## config.mk

```make
export PLATFORM = sky130hd
export DESIGN_NAME = b2b_ctrl
export DESIGN_NICKNAME = d
export VERILOG_FILES = /design/src/rtl/b2b_pkg.sv /design/src/rtl/b2b_ctrl.sv
export SDC_FILE = /design/constraint.sdc
export NUM_CORES = 1
export LEC_CHECK = 0
export CORE_MARGIN = 5
export CORE_UTILIZATION = 60
export CTS_BUF_LIST = sky130_fd_sc_hd__clkbuf_4 sky130_fd_sc_hd__clkbuf_8
export DETAILED_ROUTE_END_ITERATION = 6
export DONT_BUFFER_PORTS = 1
export PLACE_DENSITY = 0.85
export REMOVE_ABC_BUFFERS = 1
export SLEW_MARGIN = 20
export SYNTH_ARGS = -nofsm -noshare
export SYNTH_HDL_FRONTEND = slang
export SYNTH_SLANG_ARGS = --single-unit
```

## constraint.sdc

```tcl
create_clock -name clk_i -period 3.3 [get_ports clk_i]
set_input_delay 0.66 -clock clk_i [delete_from_list [all_inputs] [get_ports clk_i]]
set_output_delay 0.66 -clock clk_i [all_outputs]
set_load 0.05 [all_outputs]
```

## src/rtl/b2b_pkg.sv

```systemverilog
// shared constants, tables and control types of the blake2b hash engine
`timescale 1ns / 1ps

package b2b_pkg;

  localparam int unsigned WordW = 64;

  // initialization vector
  localparam logic [WordW-1:0] IV [8] = '{
    64'h6A09E667F3BCC908, 64'hBB67AE8584CAA73B,
    64'h3C6EF372FE94F82B, 64'hA54FF53A5F1D36F1,
    64'h510E527FADE682D1, 64'h9B05688C2B3E6C1F,
    64'h1F83D9ABFB41BD6B, 64'h5BE0CD19137E2179
  };

  // fanout 1, depth 1, no key
  localparam logic [WordW-1:0] PARAM_WORD = 64'h0000_0000_0101_0000;

  localparam logic [7:0] BLOCK_BYTES = 8'd128;
  localparam logic [3:0] LAST_ROUND = 4'd11;

  // message schedule, one row per round
  localparam logic [3:0] SIGMA [12][16] = '{
    '{4'd0, 4'd1, 4'd2, 4'd3, 4'd4, 4'd5, 4'd6, 4'd7,
      4'd8, 4'd9, 4'd10, 4'd11, 4'd12, 4'd13, 4'd14, 4'd15},
    '{4'd14, 4'd10, 4'd4, 4'd8, 4'd9, 4'd15, 4'd13, 4'd6,
      4'd1, 4'd12, 4'd0, 4'd2, 4'd11, 4'd7, 4'd5, 4'd3},
    '{4'd11, 4'd8, 4'd12, 4'd0, 4'd5, 4'd2, 4'd15, 4'd13,
      4'd10, 4'd14, 4'd3, 4'd6, 4'd7, 4'd1, 4'd9, 4'd4},
    '{4'd7, 4'd9, 4'd3, 4'd1, 4'd13, 4'd12, 4'd11, 4'd14,
      4'd2, 4'd6, 4'd5, 4'd10, 4'd4, 4'd0, 4'd15, 4'd8},
    '{4'd9, 4'd0, 4'd5, 4'd7, 4'd2, 4'd4, 4'd10, 4'd15,
      4'd14, 4'd1, 4'd11, 4'd12, 4'd6, 4'd8, 4'd3, 4'd13},
    '{4'd2, 4'd12, 4'd6, 4'd10, 4'd0, 4'd11, 4'd8, 4'd3,
      4'd4, 4'd13, 4'd7, 4'd5, 4'd15, 4'd14, 4'd1, 4'd9},
    '{4'd12, 4'd5, 4'd1, 4'd15, 4'd14, 4'd13, 4'd4, 4'd10,
      4'd0, 4'd7, 4'd6, 4'd3, 4'd9, 4'd2, 4'd8, 4'd11},
    '{4'd13, 4'd11, 4'd7, 4'd14, 4'd12, 4'd1, 4'd3, 4'd9,
      4'd5, 4'd0, 4'd15, 4'd4, 4'd8, 4'd6, 4'd2, 4'd10},
    '{4'd6, 4'd15, 4'd14, 4'd9, 4'd11, 4'd3, 4'd0, 4'd8,
      4'd12, 4'd2, 4'd13, 4'd7, 4'd1, 4'd4, 4'd10, 4'd5},
    '{4'd10, 4'd2, 4'd8, 4'd4, 4'd7, 4'd6, 4'd1, 4'd5,
      4'd15, 4'd11, 4'd9, 4'd14, 4'd3, 4'd12, 4'd13, 4'd0},
    '{4'd0, 4'd1, 4'd2, 4'd3, 4'd4, 4'd5, 4'd6, 4'd7,
      4'd8, 4'd9, 4'd10, 4'd11, 4'd12, 4'd13, 4'd14, 4'd15},
    '{4'd14, 4'd10, 4'd4, 4'd8, 4'd9, 4'd15, 4'd13, 4'd6,
      4'd1, 4'd12, 4'd0, 4'd2, 4'd11, 4'd7, 4'd5, 4'd3}
  };

  // row rotation after a full mix step
  typedef enum logic [1:0] {
    ROT_COLUMN,
    ROT_TO_DIAG,
    ROT_FROM_DIAG
  } rot_mode_e;

  typedef struct packed {
    logic       accept;
    logic       pack;
    logic       add_full;
    logic       add_final;
    logic       init;
    logic       final_blk;
    logic       g_step;
    logic       half;
    rot_mode_e  rot_mode;
    logic [3:0] msg_idx;
    logic       fold;
    logic       restart;
    logic [2:0] out_idx;
  } b2b_cmd_t;

  typedef struct packed {
    logic rem_zero;
    logic buf_full;
    logic last;
    logic out_last;
  } b2b_status_t;

  // digest length as used: 0 counts as 1, above 64 as 64
  function automatic logic [6:0] used_len(input logic [6:0] len);
    logic [6:0] r;
    if (len == 7'd0) begin
      r = 7'd1;
    end else if (len > 7'd64) begin
      r = 7'd64;
    end else begin
      r = len;
    end
    return r;
  endfunction

  // low n bytes set, n up to 8
  function automatic logic [WordW-1:0] byte_mask(input logic [3:0] n);
    logic [WordW-1:0] r;
    if (n >= 4'd8) begin
      r = '1;
    end else begin
      r = (64'h1 << {n[2:0], 3'b000}) - 64'h1;
    end
    return r;
  endfunction

endpackage

```

## src/rtl/b2b_ctrl.sv

```systemverilog
// blake2b controller: word intake, block compression sequencing, digest output
`timescale 1ns / 1ps

module b2b_ctrl import b2b_pkg::*; (
  input  logic        clk_i,
  input  logic        rst_ni,
  input  logic        in_valid_i,
  output logic        in_stall_o,
  output logic        out_valid_o,
  input  logic        out_stall_i,
  input  b2b_status_t status_i,
  output b2b_cmd_t    cmd_o
);

  typedef enum logic [2:0] {
    S_IDLE,
    S_PACK,
    S_INIT,
    S_ROUND,
    S_FOLD,
    S_OUT
  } state_e;

  state_e     state_q;
  logic [3:0] round_q;
  logic [2:0] step_q;
  logic       half_q;
  logic       fin_q;
  logic [2:0] idx_q;
  logic       out_valid_q;

  logic in_xfer;
  logic out_xfer;

  assign in_stall_o  = (state_q != S_IDLE);
  assign out_valid_o = out_valid_q;
  assign in_xfer     = in_valid_i && (state_q == S_IDLE);
  assign out_xfer    = out_valid_q && !out_stall_i;

  // commands to the datapath
  always_comb begin
    cmd_o           = '0;
    cmd_o.rot_mode  = ROT_COLUMN;
    cmd_o.accept    = in_xfer;
    cmd_o.final_blk = fin_q;
    cmd_o.half      = half_q;
    cmd_o.msg_idx   = SIGMA[round_q][{step_q, half_q}];
    cmd_o.out_idx   = idx_q;
    if (step_q == 3'd3) begin
      cmd_o.rot_mode = ROT_TO_DIAG;
    end else if (step_q == 3'd7) begin
      cmd_o.rot_mode = ROT_FROM_DIAG;
    end
    unique case (state_q)
      S_PACK: begin
        if (status_i.rem_zero) begin
          cmd_o.add_final = status_i.last;
        end else if (status_i.buf_full) begin
          cmd_o.add_full = 1'b1;
        end else begin
          cmd_o.pack = 1'b1;
        end
      end
      S_INIT:  cmd_o.init = 1'b1;
      S_ROUND: cmd_o.g_step = 1'b1;
      S_FOLD:  cmd_o.fold = 1'b1;
      S_OUT:   cmd_o.restart = out_xfer && status_i.out_last;
      default: ;
    endcase
  end

  // state and registered outputs
  always_ff @(posedge clk_i or negedge rst_ni) begin
    if (!rst_ni) begin
      state_q     <= S_IDLE;
      round_q     <= 4'd0;
      step_q      <= 3'd0;
      half_q      <= 1'b0;
      fin_q       <= 1'b0;
      idx_q       <= 3'd0;
      out_valid_q <= 1'b0;
    end else begin
      unique case (state_q)
        S_IDLE: begin
          if (in_xfer) begin
            state_q <= S_PACK;
          end
        end
        S_PACK: begin
          if (status_i.rem_zero) begin
            if (status_i.last) begin
              fin_q   <= 1'b1;
              state_q <= S_INIT;
            end else begin
              state_q <= S_IDLE;
            end
          end else if (status_i.buf_full) begin
            fin_q   <= 1'b0;
            state_q <= S_INIT;
          end
        end
        S_INIT: begin
          round_q <= 4'd0;
          step_q  <= 3'd0;
          half_q  <= 1'b0;
          state_q <= S_ROUND;
        end
        S_ROUND: begin
          half_q <= ~half_q;
          if (half_q) begin
            step_q <= step_q + 3'd1;
            if (step_q == 3'd7) begin
              if (round_q == LAST_ROUND) begin
                state_q <= S_FOLD;
              end else begin
                round_q <= round_q + 4'd1;
              end
            end
          end
        end
        S_FOLD: begin
          if (fin_q) begin
            idx_q       <= 3'd0;
            out_valid_q <= 1'b1;
            state_q     <= S_OUT;
          end else begin
            state_q <= S_PACK;
          end
        end
        S_OUT: begin
          if (out_xfer) begin
            if (status_i.out_last) begin
              out_valid_q <= 1'b0;
              fin_q       <= 1'b0;
              state_q     <= S_IDLE;
            end else begin
              idx_q <= idx_q + 3'd1;
            end
          end
        end
        default: state_q <= S_IDLE;
      endcase
    end
  end

endmodule

```

After elaboration in Yosys (flattened, before gate mapping)

Memories as Yosys holds them, arrays and structs flattened.
Cells that the tools add are included.

Register bits: 16
ROM bits: 1024
Input port bits: 8
Output and inout port bits: 21
Logic and storage cells: 96
Memories kept: 1

Memories:

| memory           | depth | bits a word | rd ports | clocked after Yosys merged registers in | wr ports | line           | RTL |
|---|---|---|---|---|---|---|---|
| (name not given) | 16    | 64          | 1        | 0                                       | 0        | b2b_ctrl.sv:47 | `cmd_o.msg_idx = SIGMA[round_q][{step_q, half_q}];` |

$add $sub $neg: 3
Order comparisons: 2
Equal/unequal tests: 19
Multiplexer cells: 46
Bitwise operators: 3
Reductions and logical operators: 15

Operators with widths:

| cell                | count |
|---|---|
| $mux 64             | 2 |
| $mux 3              | 14 |
| $mux 4              | 5 |
| $ne 2x2->1 const B  | 9 |
| $pmux 3 s6          | 1 |
| $bmux 4 s4          | 1 |
| $mux 1              | 13 |
| $pmux 3 s2          | 2 |
| $reduce_and 4->1    | 3 |
| $ge 5x5->1 const B  | 2 |
| $not 4->5           | 2 |
| $eq 3x2->1 const B  | 3 |
| $eq 3x3->1 const B  | 3 |
| $mux 2              | 4 |
| $pmux 4 s2          | 1 |
| $reduce_and 7->1    | 1 |
| $add 3x1->3 const B | 2 |
| $ne 3x3->1 const B  | 2 |
| $pmux 1 s2          | 3 |
| $reduce_bool 2->1   | 3 |
| $reduce_and 5->1    | 1 |
| $add 4x1->4 const B | 1 |
| $eq 4x4->1 const B  | 1 |
| $eq 3x1->1 const B  | 1 |
| 6 further kinds     | 8 |

Depth between registers and ports, before layout

Word-level depth: 7
Mapped depth: 10
Depth with buffers taken out: 7

Worst setup path before layout

Ideal clock, no wire load.

Path kind: register -> output
From: reg round_q[0]
To: out cmd_o[5] (netlist bit)
Arrival: 3.738 ns
Data required time: 2.640 ns
Slack: -1.098 ns
Cell stages (with the launch flop): 10
Path buffers: 3
Cells stage by stage: dfrtp_1 > buf_2 > clkbuf_1 > inv_1 > ha_1 > buf_2 > nand2b_1 > a211o_1 > a41oi_1 > nor4b_1

RTL lines:

| element                | line            | RTL |
|---|---|---|
| from (decl)            | b2b_ctrl.sv:25  | `logic [3:0] round_q;` |
| from (signal assigned) | b2b_ctrl.sv:116 | `round_q <= round_q + 4'd1;` |
| to (decl)              | b2b_ctrl.sv:12  | `output b2b_cmd_t cmd_o` |

==> out/results.ini <==
[floorplanning]
dieWidth_um = 73.2
initial_utilization_pct = 60.7
die_h_um = 73.2
row_count = 23
core_um2 = 3940
io_pins = 29
dieArea_um2 = 5350

[timing]
relSlewSlack_pct = 36.7
drv_slew = 0
finalSetupTns_ns = 0
setup_viol = 0
period_minus_slack_ns = 3.27
timing.final.crit_share_pct = 99.1
finalHoldViolCount = 0
rsz0062_at_grt = no
clock.fmax_mhz = 306
worst_pin_slew_ns = 0.945
fin_skew_ns = 0.00256
hold_ws_ns = 0.0953

[setup_path]
critical_path_class = flip-flop to output pin
cp.required_ns = 2.64
start_kind = flip-flop
crit_family = buffers and inverters
critical_path.max_fanout = 66
cp_num_buf_inv = 3
cp_cell_sequence = buf_12 > clkinv_1 > nor2_1 > o21ai_0 > a311oi_1 > nor4b_2 > buf_4
crit_path_top_delay_cell = a311oi_1
max_stage_delay_ns = 0.47
critical_path_arrival_ns = 2.61
cp-end-kind = output pin

[placed_design]
gp_congestion = 1.14
dp_cells = 370
port_buffers = 0
hpwl_um = 5420

[global_route]
grt_pass1_wl_um = 12700
first_global_vias = 2577
grt_util_met2_pct = 46.1
grt_util_met1_pct = 40.7
use_met3_pct = 4.13
antenna_found_initial = 0
busiest_layer = met2
grt_usage_pct = 29.7
grt_max_degree = 67
grt_overflow_total = 0

[logic_synthesis]
ys_warn_count = 0
yosysMostFrequentCell = nand2_1
ys.flop_type = dfrtp_1
synth.area.top_cells = dfrtp_1 17%, ha_1 6.8%, nand2b_1 5.5%
synth_top_area_share_pct = 16.7
async_flop_share_pct = 100
syn_avg_cell_area_um2 = 7.21
ys_seq_area_share_pct = 16.7
synth_seq_cells = 16
synth_cell_type_count = 62
syn_inst = 332
synthTopCellsByCount = 34 x nand2_1, 24 x nor2_1, 21 x nand2b_1, 21 x o21ai_0, 20 x a21oi_1
yosysTopAreaCell = dfrtp_1
syn_area_um2 = 2390
synth-edff-count = 0

[routing]
drt-pass1-iter-count = 6
drc = 0
wl_um = 7910
drt_iter0_drc = 470
routedWlPerCell_um = 21.1
vias = 2754
viasPerCell = 7.36
postRouteAntennaNets = 0

[flow_run]
cap_viol_max_count = 0

[power_and_ir_drop]
power_density_nw_per_um2 = 1260
p_leak_nw = 1.04
irDropWorstVdd_v = 0.000769

[clock_tree]
worst_skew_pair.late_latency_ns = 0.25
cts_setup_buffers = 0
post_cts_resized = 0
clk_pin_slew_ns = 0.07
hold_buffers = 0
htreeDepth = 1
cts-buffers-inserted = 3
cts_tree = built
cts_num_sinks = 16
root_buffer = clkbuf_8
cts_buffer_depth = 2

[worst_hold_path]
hold_path_class = input pin to asynchronous set/reset pin

[layout]
multi_input_area_um2 = 1800
nets = 346
regArea_um2 = 402
stdcell_count = 374
antenna_cells_inserted = 0
num-fill-cells = 321
synthToLayoutAreaGrowth_pct = 8.05
drive_gt1_share_pct = 13.3

[run_status]
status = finished, final reports clean

[where the power goes]
group	switching [mW]	internal (mW)	leakage [nW]	total, mW
registers	0.146	0.251	0.197	0.397
logic	1.63	1.05	0.819	2.67
clock network	0.0721	0.106	0.0288	0.178
total	1.85	1.40	1.04	3.25
[stage by stage]
| step | total power [mW] | utilization, % | setup slack (ns) | cell area [um^2] |
|---|---|---|---|---|
| 6_report | 3.25 | 65.6 | 0.0284 | 2590 |
| 2_1_floorplan | 2.10 | - | -1.12 | 2210 |
| 3_5_place_dp | 2.91 | 63.5 | 0.342 | 2500 |
| 3_3_place_gp | 2.89 | 63.5 | 0.353 | 2500 |
| 4_1_cts | 3.11 | 64.9 | 0.0546 | 2560 |
| 5_1_grt | 3.41 | 65.6 | 0.0128 | 2590 |
[layout by cell type, fill, tap and decap left out, types with 9 or more instances in the layout]
cell type,count
ha_1,10
nand2b_1,21
buf_4,19
o21ai_0,21
nor2b_1,11
a21oi_1,20
a211oi_1,9
inv_1,10
nand2_1,34
dfrtp_1,15
nor2_1,24
[final cells by class]
cell class	count	area share, %
Multi-Input combinational cell	269	69.6
Clock buffer	4	2.13
Timing Repair Buffer	23	8.61
Tap cell	50	2.42
Inverter	12	1.74
Sequential cell	16	15.5
[layer usage]
metal  up-vias  wire [um]
met5         -          0
met4         0        361
met3        53        872
met2       229       3580
met1      1254       3090
li1       1218          -
[flip-flops by register name (all words and copies together), names as in the netlist]
| name | count |
|---|---|
| fin_q | 1 |
| state_q | 3 |
| out_valid_o | 1 |
| idx_q | 3 |
| round_q | 4 |
| half_q | 1 |
| step_q | 3 |
[logic make-up after synthesis]
family	share of synthesized area (%)
simple gates	27.6
flops	16.7
buf+inv	9.72
xor+xnor	0.732
fa+ha+maj	6.79
compound gates	33.9
mux	4.49
[path summary, 6_finish.rpt]
path                                    to  cells past startpoint   startpoint  slack [ns]
min in group clk_i                   fin_q                      2  status_i[3]        0.56
worst max-delay path              cmd_o[5]                      7   round_q[3]        0.03
max in group asynchronous           half_q                      0       rst_ni        3.13
worst min register to register  state_q[0]                      1   state_q[1]        0.62
worst max register to register  round_q[2]                      8    step_q[0]        1.00
worst min-delay path            state_q[0]                      0       rst_ni         0.1
No activity file was read; power rests on OpenSTA's default activity.
